<file path="config.mk">
export PLATFORM = sky130hd
export DESIGN_NAME = lex_order_bounds_propagator
export DESIGN_NICKNAME = d
export VERILOG_FILES = /design/src/rtl/lop_pkg.sv /design/src/rtl/lop_scan.sv /design/src/rtl/lop_resolve.sv /design/src/rtl/lex_order_bounds_propagator.sv
export SDC_FILE = /design/constraint.sdc
export NUM_CORES = 1
export LEC_CHECK = 0
export ABC_AREA = 1
export BUFFER_PORTS_ARGS = -buffer_cell sky130_fd_sc_hd__buf_2
export CAP_MARGIN = 30
export CORE_MARGIN = 2
export CORE_UTILIZATION = 40
export DETAILED_ROUTE_END_ITERATION = 16
export GPL_TIMING_DRIVEN = 0
export PLACE_DENSITY = 0.55
export SLEW_MARGIN = 20
export SYNTH_ARGS = -nofsm -noshare
export SYNTH_HDL_FRONTEND = slang
export SYNTH_HIERARCHICAL = 1
export SYNTH_SLANG_ARGS = --single-unit
</file>
<file path="constraint.sdc">
create_clock -name clk -period 18.65 [get_ports clk]
set_input_delay 1.865 -clock clk [delete_from_list [all_inputs] [get_ports clk]]
set_output_delay 1.865 -clock clk [all_outputs]
set_load 0.05 [all_outputs]
</file>
<file path="src/rtl/lop_pkg.sv">
// Shared types and constants for the lexicographic ordering bounds propagator.
// Holds value widths, vector limits, status and phase codes and the stage structs.
// No dependencies.
package lop_pkg;

  localparam int MaxLen       = 64;
  localparam int ValueWidth   = 32;
  localparam int CountWidth   = $clog2(MaxLen + 1);
  localparam int CfgAddrWidth = 2;

  typedef logic signed [ValueWidth-1:0] value_t;
  typedef logic signed [ValueWidth:0]   wide_t;
  typedef logic [CountWidth-1:0]        count_t;
  typedef logic [CfgAddrWidth-1:0]      cfg_addr_t;

  localparam cfg_addr_t CFG_ALLOW_EQ    = 2'd0;
  localparam cfg_addr_t CFG_NEGATED     = 2'd1;
  localparam cfg_addr_t CFG_DETECT_ONLY = 2'd2;

  typedef enum logic [2:0] {
    ST_ACTIVE    = 3'd0,
    ST_ENTAILED  = 3'd1,
    ST_FAILED    = 3'd2,
    ST_HOLDS     = 3'd3,
    ST_NOT_HOLD  = 3'd4,
    ST_UNDECIDED = 3'd5
  } status_t;

  typedef enum logic [2:0] {
    PH_SEEK = 3'b001,
    PH_SCAN = 3'b010,
    PH_DONE = 3'b100
  } phase_t;

  // One position, already oriented: a is the greater side, b the lesser side.
  typedef struct packed {
    value_t alo;
    value_t ahi;
    value_t blo;
    value_t bhi;
    logic   last;
  } item_t;

  // Scan summary handed to the resolver at the end of a vector.
  typedef struct packed {
    logic   found;
    count_t pidx;
    value_t lo1;
    value_t hi1;
    value_t lo2;
    value_t hi2;
    logic   beta;
    logic   blocked;
  } scan_sum_t;

  typedef struct packed {
    status_t status;
    count_t  pidx;
    value_t  lo;
    value_t  hi;
  } result_t;

endpackage

</file>
<file path="src/rtl/lop_scan.sv">
// Running scan state of the propagator: pivot search and look-ahead past the pivot.
// Depends on lop_pkg.
module lop_scan (
  input  logic              clk,
  input  logic              rst_n,
  input  logic              en,
  input  lop_pkg::item_t    item,
  output logic              end_now,
  output lop_pkg::scan_sum_t sum
);
  import lop_pkg::*;

  phase_t phase_r, phase_nxt;
  count_t count_r;
  count_t piv_pos_r, piv_pos_nxt;
  value_t lo1_r, hi1_r, lo2_r, hi2_r;
  value_t lo1_nxt, hi1_nxt, lo2_nxt, hi2_nxt;
  logic   beta_r, beta_nxt;
  logic   blocked_r, blocked_nxt;
  logic   fixed_eq;

  assign fixed_eq = (item.alo == item.ahi) && (item.blo == item.bhi) && (item.alo == item.blo);
  assign end_now  = item.last || (count_r == count_t'(MaxLen - 1));

  always_comb begin
    phase_nxt   = phase_r;
    piv_pos_nxt = piv_pos_r;
    lo1_nxt     = lo1_r;
    hi1_nxt     = hi1_r;
    lo2_nxt     = lo2_r;
    hi2_nxt     = hi2_r;
    beta_nxt    = beta_r;
    blocked_nxt = blocked_r;
    case (phase_r)
      PH_SEEK: begin
        if (!fixed_eq) begin
          piv_pos_nxt = count_r;
          lo1_nxt     = item.alo;
          hi1_nxt     = item.ahi;
          lo2_nxt     = item.blo;
          hi2_nxt     = item.bhi;
          phase_nxt   = PH_SCAN;
        end
      end
      PH_SCAN: begin
        if (item.ahi > item.blo) begin
          beta_nxt  = 1'b1;
          phase_nxt = PH_DONE;
        end else if (item.ahi < item.blo) begin
          blocked_nxt = 1'b1;
          phase_nxt   = PH_DONE;
        end
      end
      default: ;
    endcase
  end

  always_comb begin
    sum.found   = (phase_nxt != PH_SEEK);
    sum.pidx    = sum.found ? piv_pos_nxt : count_r + count_t'(1);
    sum.lo1     = lo1_nxt;
    sum.hi1     = hi1_nxt;
    sum.lo2     = lo2_nxt;
    sum.hi2     = hi2_nxt;
    sum.beta    = beta_nxt;
    sum.blocked = blocked_nxt;
  end

  // Clear the phase, count, pivot index and flags on reset and after the last position; otherwise advance.
  always_ff @(posedge clk) begin
    if (!rst_n) begin
      phase_r   <= PH_SEEK;
      count_r   <= '0;
      piv_pos_r <= '0;
      beta_r    <= 1'b0;
      blocked_r <= 1'b0;
    end else if (en) begin
      if (end_now) begin
        phase_r   <= PH_SEEK;
        count_r   <= '0;
        piv_pos_r <= '0;
        beta_r    <= 1'b0;
        blocked_r <= 1'b0;
      end else begin
        phase_r   <= phase_nxt;
        count_r   <= count_r + count_t'(1);
        piv_pos_r <= piv_pos_nxt;
        beta_r    <= beta_nxt;
        blocked_r <= blocked_nxt;
      end
    end
  end

  always_ff @(posedge clk) begin
    if (en) begin
      lo1_r <= lo1_nxt;
      hi1_r <= hi1_nxt;
      lo2_r <= lo2_nxt;
      hi2_r <= hi2_nxt;
    end
  end

endmodule

</file>
<file path="src/rtl/lop_resolve.sv">
// Final classification and bound tightening at the pivot for one vector pair.
// Depends on lop_pkg.
module lop_resolve (
  input  lop_pkg::scan_sum_t sum,
  input  logic               oe,
  input  logic               detect,
  output lop_pkg::result_t   res
);
  import lop_pkg::*;

  value_t n1lo, n2hi;
  wide_t  lo2p1, hi1m1, f1lo, f2hi;

  assign n1lo  = (sum.lo1 > sum.lo2) ? sum.lo1 : sum.lo2;
  assign n2hi  = (sum.hi2 < sum.hi1) ? sum.hi2 : sum.hi1;
  assign lo2p1 = $signed({sum.lo2[ValueWidth-1], sum.lo2}) + wide_t'(1);
  assign hi1m1 = $signed({sum.hi1[ValueWidth-1], sum.hi1}) - wide_t'(1);
  assign f1lo  = ($signed({n1lo[ValueWidth-1], n1lo}) > lo2p1) ?
                 $signed({n1lo[ValueWidth-1], n1lo}) : lo2p1;
  assign f2hi  = ($signed({n2hi[ValueWidth-1], n2hi}) < hi1m1) ?
                 $signed({n2hi[ValueWidth-1], n2hi}) : hi1m1;

  always_comb begin
    res.pidx   = sum.pidx;
    res.lo     = '0;
    res.hi     = '0;
    res.status = ST_ACTIVE;
    if (!sum.found) begin
      // All positions fixed equal.
      if (detect) res.status = oe ? ST_HOLDS : ST_NOT_HOLD;
      else        res.status = oe ? ST_ENTAILED : ST_FAILED;
    end else begin
      res.lo = sum.lo1;
      res.hi = sum.hi2;
      if (detect) begin
        if (sum.lo1 > sum.hi2)      res.status = ST_HOLDS;
        else if (sum.hi1 < sum.lo2) res.status = ST_NOT_HOLD;
        else                        res.status = ST_UNDECIDED;
      end else if (sum.hi1 < sum.lo2 || sum.lo1 > sum.hi1 || sum.lo2 > sum.hi2) begin
        res.status = ST_FAILED;
      end else if (n1lo > n2hi) begin
        res.status = ST_ENTAILED;
        res.lo     = n1lo;
        res.hi     = n2hi;
      end else if (sum.beta || (oe && !sum.blocked)) begin
        res.status = ST_ACTIVE;
        res.lo     = n1lo;
        res.hi     = n2hi;
      end else if (!(sum.hi1 > sum.lo2)) begin
        res.status = ST_FAILED;
      end else begin
        // Force strict order at the pivot.
        res.status = (f1lo > f2hi) ? ST_ENTAILED : ST_ACTIVE;
        res.lo     = f1lo[ValueWidth-1:0];
        res.hi     = f2hi[ValueWidth-1:0];
      end
    end
  end

endmodule

</file>
<file path="src/rtl/lex_order_bounds_propagator.sv">
// Top level of the lexicographic ordering bounds propagator.
// Depends on lop_pkg, lop_scan and lop_resolve.
//
// Usage: stream the two vectors one position per transfer on the in_ channel,
// lower and upper bounds of both vectors in in_tdata, in_tlast on the final
// position (position MAX_LEN-1 always closes the vector). One result transfer
// leaves on the out_ channel for each vector, carrying the status in out_tuser
// and the pivot index and tightened pivot bounds in out_tdata.
// The closing position passes from the input register into the result
// register, which drives out_tvalid. Throughput: one position per cycle while
// the input register is not held; the only loop is the small scan state
// updated once per position, and the final resolve is a few 33-bit compares.
// The input register keeps taking positions that close no vector while a
// result waits; a closing position holds in the input register until the
// result register is free, so a stalled receiver stalls the input only then.
// Configuration (allow-equal, negated, detect-only) is written on the cfg_ port
// while the block is idle; each position captures the settings in force when
// it is transferred. Reset (rst_n low, synchronous) empties both registers,
// restarts the scan at position zero, allows equal vectors and clears
// negated and detect-only.
module lex_order_bounds_propagator (
  input  logic                         clk,
  input  logic                         rst_n,
  // lo_first [31:0], hi_first [63:32], lo_second [95:64], hi_second [127:96]
  input  logic [4*lop_pkg::ValueWidth-1:0] in_tdata,
  input  logic                         in_tlast,   // last_position
  input  logic                         in_tvalid,
  output logic                         in_tready,
  // pivot_index [6:0], pivot_new_lo_greater [38:7], pivot_new_hi_lesser [70:39],
  // zero fill [71]
  output logic [71:0]                  out_tdata,
  output logic [2:0]                   out_tuser,  // status
  output logic                         out_tvalid,
  input  logic                         out_tready,
  input  logic                         cfg_we,
  input  lop_pkg::cfg_addr_t           cfg_addr,
  input  logic                         cfg_wdata
);
  import lop_pkg::*;

  localparam int VW = ValueWidth;

  logic      allow_eq_r, negated_r, detect_only_r;
  logic      s1_valid_r, s1_oe_r, s1_det_r;
  item_t     s1_item_r, s1_item_nxt;
  logic      out_valid_r;
  result_t   out_res_r;
  logic      s1_end, s1_adv, scan_en;
  scan_sum_t sum;
  result_t   res;
  value_t    f_alo, f_ahi, f_blo, f_bhi;

  // Configuration registers; writes past the list are dropped.
  always_ff @(posedge clk) begin
    if (!rst_n) begin
      allow_eq_r    <= 1'b1;
      negated_r     <= 1'b0;
      detect_only_r <= 1'b0;
    end else if (cfg_we) begin
      case (cfg_addr)
        CFG_ALLOW_EQ:    allow_eq_r    <= cfg_wdata;
        CFG_NEGATED:     negated_r     <= cfg_wdata;
        CFG_DETECT_ONLY: detect_only_r <= cfg_wdata;
        default: ;
      endcase
    end
  end

  assign f_alo = in_tdata[VW-1:0];
  assign f_ahi = in_tdata[2*VW-1:VW];
  assign f_blo = in_tdata[3*VW-1:2*VW];
  assign f_bhi = in_tdata[4*VW-1:3*VW];

  // Orient on capture: with negation the second vector is the greater side.
  always_comb begin
    s1_item_nxt.last = in_tlast;
    if (negated_r) begin
      s1_item_nxt.alo = f_blo;
      s1_item_nxt.ahi = f_bhi;
      s1_item_nxt.blo = f_alo;
      s1_item_nxt.bhi = f_ahi;
    end else begin
      s1_item_nxt.alo = f_alo;
      s1_item_nxt.ahi = f_ahi;
      s1_item_nxt.blo = f_blo;
      s1_item_nxt.bhi = f_bhi;
    end
  end

  // Advance the input register unless it holds a closing position and the
  // result register is still occupied.
  assign s1_adv    = !s1_end || !out_valid_r || out_tready;
  assign in_tready = !s1_valid_r || s1_adv;
  assign scan_en   = s1_valid_r && s1_adv;

  always_ff @(posedge clk) begin
    if (!rst_n) begin
      s1_valid_r <= 1'b0;
    end else if (in_tready) begin
      s1_valid_r <= in_tvalid;
    end
  end

  always_ff @(posedge clk) begin
    if (in_tready && in_tvalid) begin
      s1_item_r <= s1_item_nxt;
      s1_oe_r   <= allow_eq_r ^ negated_r;
      s1_det_r  <= detect_only_r;
    end
  end

  lop_scan u_scan (
    .clk     (clk),
    .rst_n   (rst_n),
    .en      (scan_en),
    .item    (s1_item_r),
    .end_now (s1_end),
    .sum     (sum)
  );

  lop_resolve u_resolve (
    .sum    (sum),
    .oe     (s1_oe_r),
    .detect (s1_det_r),
    .res    (res)
  );

  // Result register: load on a closing position, drop once transferred.
  always_ff @(posedge clk) begin
    if (!rst_n) begin
      out_valid_r <= 1'b0;
    end else if (scan_en && s1_end) begin
      out_valid_r <= 1'b1;
    end else if (out_tready) begin
      out_valid_r <= 1'b0;
    end
  end

  always_ff @(posedge clk) begin
    if (scan_en && s1_end) begin
      out_res_r <= res;
    end
  end

  assign out_tvalid = out_valid_r;
  assign out_tuser  = out_res_r.status;
  assign out_tdata  = {1'b0, out_res_r.hi, out_res_r.lo, out_res_r.pidx};

endmodule

</file>
==> impl_metrics.csv <==
group,metric,value,unit
clocking,htree_num_levels,2,
layout,design_area,33800,um2
drt,vias,27800,
layout,layout_commonest_cell,"nand2_1",
floorplan,core-area,73000,um2
worst_setup_path,slowest_delay,760,ps
worst_setup_path,cpMaxStageDelayCell,"o21ai_1",
logic_synthesis,async_flop_share,0,
logic_synthesis,synthFlopType,"edfxtp_1",
logic_synthesis,synth_edf_count,333,
worst_hold_path,holdPathStages,2,
floorplan,rows,99,
pwr,seqPwrFrac,0.240,
worst_hold_path,hold_path_startpoint,"u_scan/piv_pos_r[1]",
logic_synthesis,ys_seq_area_frac,0.355,
sta,finClkSkew,19.1,ps
sta,setup_viol,0,
drt,post_drt_wl_per_cell,22.2,um
grt,grt.overflow.total,0,
clocking,clockBufferDepth,3,
sta,slew_headroom,0.312,
worst_setup_path,crit_arrival,12360,ps
clocking,hold_buffers,0,
sta,final.setup.tns,0,ps
layout,area_growth,14.5,%
clocking,postCtsSetupBuffers,0,
pwr,peakVddDrop,0.0852,mV
logic_synthesis,synth_fp_nets,4364,
pwr,power_density,122,nW/um2
drt,dr.pass1.iters,6,
logic_synthesis,synth_cells,3871,
worst_setup_path,rr_worst_depth,47,
grt,grt_pass1_vias,26000,
floorplan,dieHeight,276,um
clocking,clkLatencyLatePin,590,ps
worst_setup_path,end_kind,"flip-flop",
floorplan,die_width,276,um
floorplan,io_pins,214,
drt,drt_iter0_drc,2572,
sta,hold_viol,0,
clocking,clock_sinks,357,
drt,ant_nets,0,
layout,drive_above_1_share,0.118,
logic_synthesis,netlist_area,29500,um2
drt,drc,0,
grt,grt_usage,0.299,
sta,fin_crit_sh,0.640,
placement,hpwl,97700,um
worst_setup_path,cpMostUsedCell,"nand2_1",
status,status,"complete, no violations",
placement,port_buffers,212,
layout,final_cell_mix,"nand2_1 (1102), inv_1 (461), o21ai_0 (421)",
pwr,switching_share,0.471,
worst_setup_path,r2r_end,"out_tuser[0]",
grt,grt_max_degree,86,
worst_setup_path,timing.rr.start,"s1_item_r[102]",
worst_hold_path,min_path_type,"reg2reg",
clocking,clk_pin_slew,60,ps
layout,diodes,0,
drt,via_per_inst,5.38,
pwr,power.total,0.00411,W
drt,routed_wl,115000,um
logic_synthesis,netlist-cell-type-count,58,
layout,finalNetCount,4674,
pwr,p_sw,0.00194,W
sta,rsz0062_at_grt,"no",
grt,antenna_found_initial,0,
worst_setup_path,critPathLaunchType,"flip-flop",
placement,place.gp.congestion,1.01,
worst_setup_path,cp.required,19080,ps
grt,grt_pass1_wl,166000,um
sta,fmax,83.8,MHz
logic_synthesis,synth_seq_cells,357,
worst_setup_path,criticalPathCategory,"reg2reg",
worst_hold_path,holdPathEnd,"u_scan/piv_pos_r[1]",
pwr,internal_power,0.00217,W
floorplan,die_area,75900,um2
worst_setup_path,critPathMaxFanout,10,
clocking,ctsResizeCount,0,
placement,placed_area,32200,um2
floorplan,initial_core_util,0.404,
pwr,leakage,15.8,nW
clocking,cts_root_buf,"clkbuf_16",
clocking,cts_tree,"done",
flow_run,drv_cap,0,
logic_synthesis,yosysWarningCount,6,
sta,slew_violations,0,
worst_setup_path,reg2reg_slack,6720,ps
sta,tightest_slew,1020,ps
pwr,combinationalPowerShare,0.541,
clocking,cts-buffers-inserted,41,
logic_synthesis,syn_avg_cell_area,7.62,um2
sta,min_period,11930,ps
pwr,power.share.clock,0.219,
==> how the worst max path moves through the flow <==
stage	end	from	slack, ps
after floorplan	u_scan/piv_pos_r[2]	out_tready	7220
after global placement	u_scan/piv_pos_r[1]	out_tready	2020
after detailed placement	out_tuser[0]	s1_item_r[53]	6670
after CTS	out_tuser[0]	s1_item_r[102]	6610
after global routing	out_tuser[0]	s1_item_r[126]	6220
final	out_tuser[0]	s1_item_r[102]	6720
==> final cells by class <==
class | instances | area, um2
buffer | 138 | 772
clock buffer | 48 | 1070
clock inverter | 28 | 417
fill | 7500 | 39200
inverter | 499 | 1880
multi-input combinational | 2877 | 16400
sequential | 357 | 10500
tap | 959 | 1200
timing repair buffer | 267 | 1560
==> critical path: cells and delay by family, from the launching register on <==
family	cells	cell delay, ps
flip-flops	1	400
AO/OA/AOI/OAI	11	3290
adder cells (fa/ha/maj)	3	1250
AND/OR/NAND/NOR	26	4530
buffers and inverters	7	2240
==> routing by layer <==
| metal | global-route usage | vias to the layer above | share of wire |
|---|---|---|---|
| li1 | - | 13700 | - |
| met1 | 0.405 | 13000 | 0.44 |
| met2 | 0.493 | 982 | 0.46 |
| met3 | 0.0314 | 165 | 0.061 |
| met4 | 0.110 | 0 | 0.040 |
| met5 | 0 | - | 0 |
==> cell usage after synthesis (25+ instances only) <==
library cell | count | area, um2
a21oi_1 | 274 | 1370
buf_2 | 40 | 200
clkbuf_1 | 52 | 195
edfxtp_1 | 333 | 10000
ha_1 | 356 | 4450
inv_1 | 463 | 1740
inv_2 | 34 | 128
nand2_1 | 1102 | 4140
nand3_1 | 113 | 566
nand4_1 | 54 | 338
nor2_1 | 194 | 728
nor3_1 | 29 | 145
o21a_1 | 25 | 188
o21ai_0 | 445 | 2230
o21ai_1 | 54 | 270
xor2_1 | 62 | 543
==> flip-flops by register name, indices dropped and copies added (netlist names) <==
name / cells
u_scan/lo1_r: 32
allow_eq_r: 1
detect_only_r: 1
u_scan/phase_r: 3
u_scan/hi1_r: 32
out_tdata: 71
u_scan/hi2_r: 32
u_scan/count_r: 7
s1_det_r: 1
negated_r: 1
out_tvalid: 1
s1_item_r: 129
u_scan/piv_pos_r: 7
s1_oe_r: 1
u_scan/beta_r: 1
u_scan/blocked_r: 1
u_scan/lo2_r: 32
s1_valid_r: 1
out_tuser: 3
==> through the flow <==
step	hold slack, ps	util	cells	setup WS, ps
floorplan	408	-	3871	7220
global placement	450	0.435	5042	2020
detailed placement	459	0.441	5083	6670
CTS	468	0.462	5159	6610
global route	483	0.463	5173	6220
finish	466	0.463	5173	6720
==> power by group through the flow <==
stage	clock network [W]	registers (W)	logic, W
6_report	0.000900	0.000989	0.00223
5_1_grt	0.000945	0.000994	0.00248
4_1_cts	0.000916	0.000989	0.00219
3_5_place_dp	0	0.00101	0.00218
3_3_place_gp	0	0.00101	0.00215
2_1_floorplan	0	0.00103	0.00141
==> kinds of logic after synthesis <==
family                     Yosys count  share of synthesized area
other                                1                   0.000127
DFF                                357                      0.355
AOI/OAI and AO/OA                  880                      0.160
xor gates and xnor gates            67                     0.0199
and+or+nand+nor                   1573                      0.224
adders and majority gates          356                      0.151
buffers and inverters              637                     0.0897
Note: power is estimated with default switching activity, not from simulation.
